`config.mk`:
```
export PLATFORM = sky130hd
export DESIGN_NAME = single_float_multiply
export DESIGN_NICKNAME = d
export VERILOG_FILES = /design/src/rtl/sfm_pkg.sv /design/src/rtl/single_float_multiply.sv /design/src/rtl/sfm_cell.sv
export SDC_FILE = /design/constraint.sdc
export NUM_CORES = 2
export LEC_CHECK = 0
export ABC_CLOCK_PERIOD_IN_PS = 10000
export BUFFER_PORTS_ARGS = -buffer_cell sky130_fd_sc_hd__buf_4
export CORE_MARGIN = 3
export CORE_UTILIZATION = 25
export DETAILED_ROUTE_END_ITERATION = 16
export GPL_ROUTABILITY_DRIVEN = 1
export GPL_TIMING_DRIVEN = 0
export SLEW_MARGIN = 20
export SYNTH_ARGS = -nofsm -noshare
export SYNTH_HDL_FRONTEND = slang
export SYNTH_SLANG_ARGS = --single-unit
```
`constraint.sdc`:
```
create_clock -name clk -period 10 [get_ports clk]
set_input_delay 1.5 -clock clk [delete_from_list [all_inputs] [get_ports clk]]
set_output_delay 1.5 -clock clk [all_outputs]
set_load 0.03 [all_outputs]
```
`src/rtl/sfm_pkg.sv`:
```
// ----------------------------------------------------------------------------
// sfm_pkg: shared types and constants for the single-precision multiplier
// Holds the operand and result structures and the format constants.
// ----------------------------------------------------------------------------
package sfm_pkg;

    localparam int EXP_BITS  = 8;
    localparam int FRAC_BITS = 23;
    localparam int SIG_BITS  = FRAC_BITS + 1;
    localparam int WORD_BITS = 1 + EXP_BITS + FRAC_BITS;
    // Each cell folds this many multiplier bits into the partial product.
    localparam int DIGIT_BITS = 6;
    localparam int NUM_CELLS  = SIG_BITS / DIGIT_BITS;
    localparam int PROD_BITS  = 2 * SIG_BITS;
    localparam int EXPW       = EXP_BITS + 2;
    localparam logic [EXPW-1:0] EXP_BIAS = EXPW'(127);
    localparam logic [EXPW-1:0] EXP_MAX  = EXPW'(254);

    typedef struct packed {
        logic [WORD_BITS-1:0] operand_a;
        logic [WORD_BITS-1:0] operand_b;
    } sfm_in_t;

    typedef struct packed {
        logic [WORD_BITS-1:0] product_bits;
        logic                 overflowed;
        logic                 underflowed;
    } sfm_out_t;

    // Work carried from one cell to the next.
    typedef struct packed {
        logic                 valid;
        logic                 zero;
        logic                 sign;
        logic [EXPW-1:0]      exp_sum;
        logic [SIG_BITS-1:0]  mcand;
        logic [SIG_BITS-1:0]  mplier;
        logic [PROD_BITS-1:0] acc;
    } sfm_work_t;

endpackage

```
`src/rtl/single_float_multiply.sv`:
```
// ----------------------------------------------------------------------------
// single_float_multiply: truncating IEEE single-precision multiplier
// Pipeline: four multiply cells, each folding six multiplier bits into the
// product, then one output stage. Throughput: one transfer per cycle while
// the output register is not full and stalled.
// Reset clears all valid bits; payload registers are not reset.
// ----------------------------------------------------------------------------
module single_float_multiply (
    input  logic             clk,
    input  logic             rst_n,
    input  logic             in_valid,
    output logic             in_stall,
    input  sfm_pkg::sfm_in_t  in_data,
    output logic             out_valid,
    input  logic             out_stall,
    output sfm_pkg::sfm_out_t out_data
);
    import sfm_pkg::*;

    // The whole chain moves together; it halts only when the output
    // register holds a result that cannot leave this cycle.
    logic      advance;
    sfm_work_t head;
    sfm_work_t link [NUM_CELLS+1];
    logic [EXP_BITS-1:0] ea;
    logic [EXP_BITS-1:0] eb;

    logic      out_valid_reg;
    sfm_out_t  out_data_reg;
    sfm_out_t  out_data_next;
    sfm_work_t tail;
    logic          norm;
    logic [EXPW-1:0]  exp_fin;
    logic [FRAC_BITS-1:0] frac;

    assign advance  = !out_valid_reg || !out_stall;
    assign in_stall = !advance;

    // Unpack the operands and prepare the exponent sum ahead of the chain.
    always_comb
    begin
        ea = in_data.operand_a[FRAC_BITS +: EXP_BITS];
        eb = in_data.operand_b[FRAC_BITS +: EXP_BITS];
        head.valid   = in_valid;
        head.zero    = (ea == '0) || (eb == '0);
        head.sign    = in_data.operand_a[WORD_BITS-1] ^ in_data.operand_b[WORD_BITS-1];
        head.exp_sum = EXPW'(ea) + EXPW'(eb);
        head.mcand   = {1'b1, in_data.operand_a[FRAC_BITS-1:0]};
        head.mplier  = {1'b1, in_data.operand_b[FRAC_BITS-1:0]};
        head.acc     = '0;
    end

    assign link[0] = head;

    genvar g;
    generate
        for (g = 0; g < NUM_CELLS; g++)
        begin : g_cell
            sfm_cell #(.STEP(g)) u_cell (
                .clk      (clk),
                .rst_n    (rst_n),
                .advance  (advance),
                .work_in  (link[g]),
                .work_out (link[g+1])
            );
        end
    endgenerate

    assign tail = link[NUM_CELLS];

    // Normalise by one place when the product reached 2.0, then saturate
    // or flush on exponent range. The exponent sum is at most 510 and the
    // bias is subtracted after the compare against 127, so no sign is needed.
    always_comb
    begin
        norm    = tail.acc[PROD_BITS-1];
        exp_fin = tail.exp_sum + EXPW'(norm) - EXP_BIAS;
        frac    = norm ? tail.acc[FRAC_BITS+1 +: FRAC_BITS]
                       : tail.acc[FRAC_BITS +: FRAC_BITS];
        out_data_next = '0;
        if (tail.zero)
        begin
            out_data_next = '0;
        end
        else if (tail.exp_sum + EXPW'(norm) <= EXP_BIAS)
        begin
            out_data_next.product_bits = {tail.sign, {(WORD_BITS-1){1'b0}}};
            out_data_next.underflowed  = 1'b1;
        end
        else if (exp_fin > EXP_MAX)
        begin
            out_data_next.product_bits = {tail.sign, {EXP_BITS{1'b1}}, {FRAC_BITS{1'b0}}};
            out_data_next.overflowed   = 1'b1;
        end
        else
        begin
            out_data_next.product_bits = {tail.sign, exp_fin[EXP_BITS-1:0], frac};
        end
    end

    always_ff @(posedge clk or negedge rst_n)
    begin
        if (!rst_n)
        begin
            out_valid_reg <= 1'b0;
        end
        else if (advance)
        begin
            out_valid_reg <= tail.valid;
        end
    end

    always_ff @(posedge clk)
    begin
        if (advance)
        begin
            out_data_reg <= out_data_next;
        end
    end

    assign out_valid = out_valid_reg;
    assign out_data  = out_data_reg;

    // A held result must not change while stalled.
    assert property (@(posedge clk) disable iff (!rst_n)
        $past(out_valid_reg && out_stall) |-> $stable(out_data_reg))
        else $error("result changed while stalled");

    // Overflow and underflow never occur together.
    assert property (@(posedge clk) disable iff (!rst_n)
        out_valid_reg |-> !(out_data_reg.overflowed && out_data_reg.underflowed))
        else $error("both range flags set");

    // The input is stalled only when the output is full and stalled.
    assert property (@(posedge clk) disable iff (!rst_n)
        in_stall |-> (out_valid_reg && out_stall))
        else $error("input stalled without cause");

endmodule

```
`src/rtl/sfm_cell.sv`:
```
// ----------------------------------------------------------------------------
// sfm_cell: one cell of the multiplier chain
// Adds one digit of partial products into the accumulator and hands on.
// ----------------------------------------------------------------------------
module sfm_cell #(
    parameter int STEP = 0
) (
    input  logic              clk,
    input  logic              rst_n,
    input  logic              advance,
    input  sfm_pkg::sfm_work_t work_in,
    output sfm_pkg::sfm_work_t work_out
);
    import sfm_pkg::*;

    localparam int SHIFT     = STEP * DIGIT_BITS;
    localparam int PART_BITS = SIG_BITS + DIGIT_BITS;

    logic                  valid_reg;
    sfm_work_t             work_reg;
    sfm_work_t             work_next;
    logic [DIGIT_BITS-1:0] digit;
    logic [PART_BITS-1:0]  part;

    always_comb
    begin
        digit     = work_in.mplier[SHIFT +: DIGIT_BITS];
        part      = PART_BITS'(work_in.mcand) * PART_BITS'(digit);
        work_next = work_in;
        work_next.acc = work_in.acc + (PROD_BITS'(part) << SHIFT);
    end

    always_ff @(posedge clk or negedge rst_n)
    begin
        if (!rst_n)
        begin
            valid_reg <= 1'b0;
        end
        else if (advance)
        begin
            valid_reg <= work_next.valid;
        end
    end

    always_ff @(posedge clk)
    begin
        if (advance)
        begin
            work_reg <= work_next;
        end
    end

    always_comb
    begin
        work_out       = work_reg;
        work_out.valid = valid_reg;
    end

endmodule
```
Word-level counts from Yosys, hierarchy flattened. Index checks and enable logic that the tools add are counted.

Flip-flop bits (word level): 399. Input bits: 68. Output and inout port bits: 36. Logic and storage cells: 58.

Magnitude comparators: 2. Mux-type cells: 4. Reductions and logical operators: 9. Bitwise operators: 1. Multiply operators: 4. Add/subtract/negate cells: 6.

Operator list (count): multiplier 24 x 6 -> 30 bit (4); adder 48 x 42 -> 48 bit (1); adder 48 bit (1); adder 30 x 36 -> 37 bit (1); two-way mux 31 bit (1); two-way mux 23 bit (1); logical NOT 8 bit (2); adder 10 x 1 -> 10 bit (1); > comparator 10 x 8 -> 1 bit, second input constant (1); less-or-equal comparator 10 x 7 -> 1 bit, second input constant (1); subtractor 10 x 7 -> 10 bit, second input constant (1); adder 8 x 8 -> 9 bit (1); logical NOT 1 bit (3); OR reduction 3 bit (1); logical OR 1 bit (2); two-way mux 1 bit (2); OR reduction 2 bit (1); XOR 1 bit (1).

Depth between registers and ports, before layout.
Word-level depth: 4. Mapped depth: 28. Gate-level depth less buffers: 27.

Cells and area by module. A second synthesis with hierarchy kept.

Cells, all modules: 3740. Area, all modules: 40149.8 µm².

Modules (own cells, without submodules): sfm_cell at g_cell[1].u_cell (cells an instance 934, area each 9753.1 µm², instances 1, seq. area each 3268.1 µm²); sfm_cell at g_cell[2].u_cell (cells an instance 882, area each 9415.3 µm², instances 1, seq. area each 3268.1 µm²); sfm_cell at g_cell[3].u_cell (cells an instance 864, area each 9386.5 µm², instances 1, seq. area each 3268.1 µm²); sfm_cell at g_cell[0].u_cell (cells an instance 837, area each 9246.4 µm², instances 1, seq. area each 3268.1 µm²); single_float_multiply (cells an instance 223, area each 2348.5 µm², instances 1, seq. area each 1046.0 µm²).

Least setup slack after synthesis. OpenSTA, ideal clock, no wires.

Kind: input to output. Start point: input out_stall. End point: output in_stall. Data arrival time: 8.964 ns. Data required time: 8.500 ns. Stages on the path: 2. Slack: -0.464 ns. Path buffers: 0. Cell sequence: nand2_1 > inv_1.

Word-level cells in the longest chain between the ends: 3.

RTL lines: start: declaration (RTL line single_float_multiply.sv:15) `input logic out_stall,`; logical NOT 1 bit (RTL line single_float_multiply.sv:36) `assign advance = !out_valid_reg || !out_stall;`; logical OR 1 bit (RTL line single_float_multiply.sv:36); logical NOT 1 bit (RTL line single_float_multiply.sv:37) `assign in_stall = !advance;`; end: declaration (RTL line single_float_multiply.sv:12) `output logic in_stall,`.

Every way passes these cells.

==> results.tsv <==
stage	metric	value	unit
sta	period_share	0.741	
routing	firstDrtPassIters	5	
setup_path	end_kind	flop	
sta	finalHoldViolCount	0	
floorplan	die_y	352	um
sta	relSlewSlack	0.323	
setup_path	crit_required	10.34	ns
layout	finalInstanceArea	0.0341	mm^2
sta	skew	0.0248	ns
floorplan	die_w	352	um
layout	fin_nets	3793	
min_path	hold_depth	0	
min_path	holdPathEnd	g_cell[1].u_cell.work_out[62]	
sta	setup_viol	0	
layout	largest_reg_flops	245	
min_path	min-delay-start	g_cell[0].u_cell.work_out[62]	
sta	fin_tns_setup	0	ns
setup_path	max_stage_delay	0.91	ns
layout	utilization	0.287	
cts	clock_path_buffers	3	
layout	final_cell_mix	485 x inv_1, 356 x fa_1, 320 x nand2_1	
routing	vias	20811	
grt	grt_max_degree	93	
setup_path	cp_cell_sequence	clkbuf_1 -> nand2_1 -> fa_1 -> fa_1 -> fa_1 -> inv_1 -> ha_1 -> a211oi_1 -> o21ai_0 -> a2111oi_1 -> nor2_1 -> or2_2 -> xor2_1 -> ha_1 -> and4_1 -> a32oi_1 -> o21ai_0 -> o31ai_1 -> a211o_1 -> nor2b_1 -> xnor2_1	
sta	drv_slew	0	
synth	synth-async-reset-ratio	0.0176	
setup_path	r2r-end	g_cell[2].u_cell.work_out[38]	
layout	final_common_cell	inv_1	
sta	worst_slack	2.59	ns
placed_design	place_area	0.0328	mm^2
routing	avgViaCountPerCell	4.37	
synth	synth_warnings	0	
setup_path	critPathBufInv	2	
sta	rsz0062_at_grt	no	
grt	grt_usage	0.108	
synth	ys_ff_latch	284	
grt	grt_pass1_vias	21217	
routing	ant_nets	0	
floorplan	core	0.119	mm^2
placed_design	dp_slack	2.56	ns
setup_path	cpLargestDelayFamily	compound AO/OA/AOI/OAI gates	
synth	netlist_area	0.0300	mm^2
synth	syn_inst	2986	
setup_path	crit_path_frequent_cell	fa_1	
floorplan	rows	126	
cts	cts_tree	built	
flow_run	cap_violations	0	
synth	avgSynthCellArea	10.0	um^2
cts	clk_latency	0.59	ns
routing	first_iter_violations	928	
min_path	hp-class	reg -> reg	
cts	cts_sinks	284	
cts	numCtsBuffers	37	
placed_design	place_congestion	0.850	
synth	synth_fp_nets	3648	
cts	cts-root-buf	clkbuf_16	
outcome	outcome	complete, no violations	
floorplan	dieArea	0.124	mm^2
cts	htree_levels	2	
placed_design	hpwl	54.5	mm
setup_path	cp.arrival	7.76	ns
cts	post_cts_buffers	0	
setup_path	cp_slowest_cell	a2111oi_1	
sta	worst_pin_slew	1.01	ns
cts	holdBufCountCts	0	
routing	avgRoutedWirePerCell	14.2	um
setup_path	path_max_fanout	10	
grt	antenna_found_initial	2	
synth	synth_cell_types	68	
routing	wl	67.6	mm
synth	dominantRegCellSynth	edfxtp_1	
routing	drc	0	
synth	synth-edff-count	279	
layout	drive_gt1_frac	0.0589	
setup_path	r2r-start	g_cell[1].u_cell.work_out[64]	
synth	synth_seq_area_share	0.284	
sta	fmax	0.135	GHz
grt	grt.overflow.total	0	
grt	grt_pass1_wl	110	mm
placed_design	numPortBuffers	103	
floorplan	initial_utilization	0.253	
setup_path	reg2reg_slack	2.59	ns
setup_path	start_kind	flop	
setup_path	reg2regPathDepth	21	
layout	fillers	12485	
sta	period_needed	7.41	ns
cts	clk_pin_slew	0.05	ns
floorplan	boundaryPins	104	
setup_path	path_class	reg -> reg	
layout	syn_to_final_growth	13.7	%
cts	post_cts_resized	0	
stage by stage:
stage	std cells	hold slack, ns
after floorplan	2986	0.400
final	4760	0.417
after global routing	4759	0.422
after CTS	4759	0.418
after global placement	4689	0.403
after detailed placement	4692	0.405
worst max path at each step:
stage / from / endpoint / slack (ns) / cells after the start
floorplan: out_stall / in_stall / 2.71 / 2
global placement: out_stall / in_stall / 1.52 / 4
detailed placement: g_cell[1].u_cell.work_out[64] / g_cell[2].u_cell.work_out[38] / 2.56 / 21
CTS: g_cell[1].u_cell.work_out[64] / g_cell[2].u_cell.work_out[38] / 2.51 / 21
global route: g_cell[1].u_cell.work_out[64] / g_cell[2].u_cell.work_out[38] / 2.12 / 21
finish: g_cell[1].u_cell.work_out[64] / g_cell[2].u_cell.work_out[38] / 2.59 / 21
per-layer routing:
layer | track usage | wire, um | vias to the layer above
met5 | 0 | 17 | -
met4 | 0.0365 | 2070 | 2
met3 | 0.0185 | 3450 | 102
met2 | 0.173 | 30000 | 429
met1 | 0.149 | 32100 | 10155
li1 | - | - | 10123
synth_stat cells (all sizes together) (8+ instances only):
| master | number | share of area |
|---|---|---|
| nor2 | 130 | 0.016 |
| nor2b | 19 | 0.0040 |
| ha | 238 | 0.099 |
| o21a | 39 | 0.0098 |
| nand4 | 9 | 0.0019 |
| fa | 356 | 0.24 |
| and4 | 9 | 0.0026 |
| clkbuf | 59 | 0.0074 |
| a21oi | 110 | 0.019 |
| and3 | 21 | 0.0044 |
| nand3 | 27 | 0.0045 |
| o211ai | 16 | 0.0040 |
| a31oi | 19 | 0.0040 |
| a21o | 57 | 0.014 |
| and2 | 290 | 0.061 |
| a211oi | 28 | 0.0070 |
| mux2i | 26 | 0.0087 |
| o21bai | 21 | 0.0053 |
| a21boi | 13 | 0.0033 |
| xor2 | 50 | 0.015 |
| inv | 485 | 0.061 |
| nand2 | 321 | 0.040 |
| nand2b | 17 | 0.0035 |
| xnor2 | 112 | 0.033 |
| nor4 | 8 | 0.0017 |
| o21ai | 85 | 0.014 |
| nor3 | 39 | 0.0065 |
| edfxtp | 279 | 0.28 |
cell type report:
type | count | area, um^2 | share of cell area
diodes | 1 | 2.50 | 0.0000735
flip-flops and latches | 284 | 8500 | 0.250
clock buffers | 41 | 941 | 0.0276
plain buffers | 63 | 241 | 0.00709
inverters | 485 | 1820 | 0.0535
well taps | 1600 | 2000 | 0.0588
repair buffers | 106 | 856 | 0.0251
multi-input cells | 2154 | 19400 | 0.570
clock inverters | 26 | 273 | 0.00801
logic make-up after synthesis:
group / Yosys count / share of synthesized area
xor+xnor: 162 / 0.0474
buf+inv: 548 / 0.0688
fa+ha+maj: 594 / 0.337
simple gates: 920 / 0.153
mux: 31 / 0.0106
flops: 284 / 0.284
compound gates: 447 / 0.0987
Power is left out: the tool's default activity adds up to more than one toggle a clock period on the data nets, which glitch-free logic cannot reach.
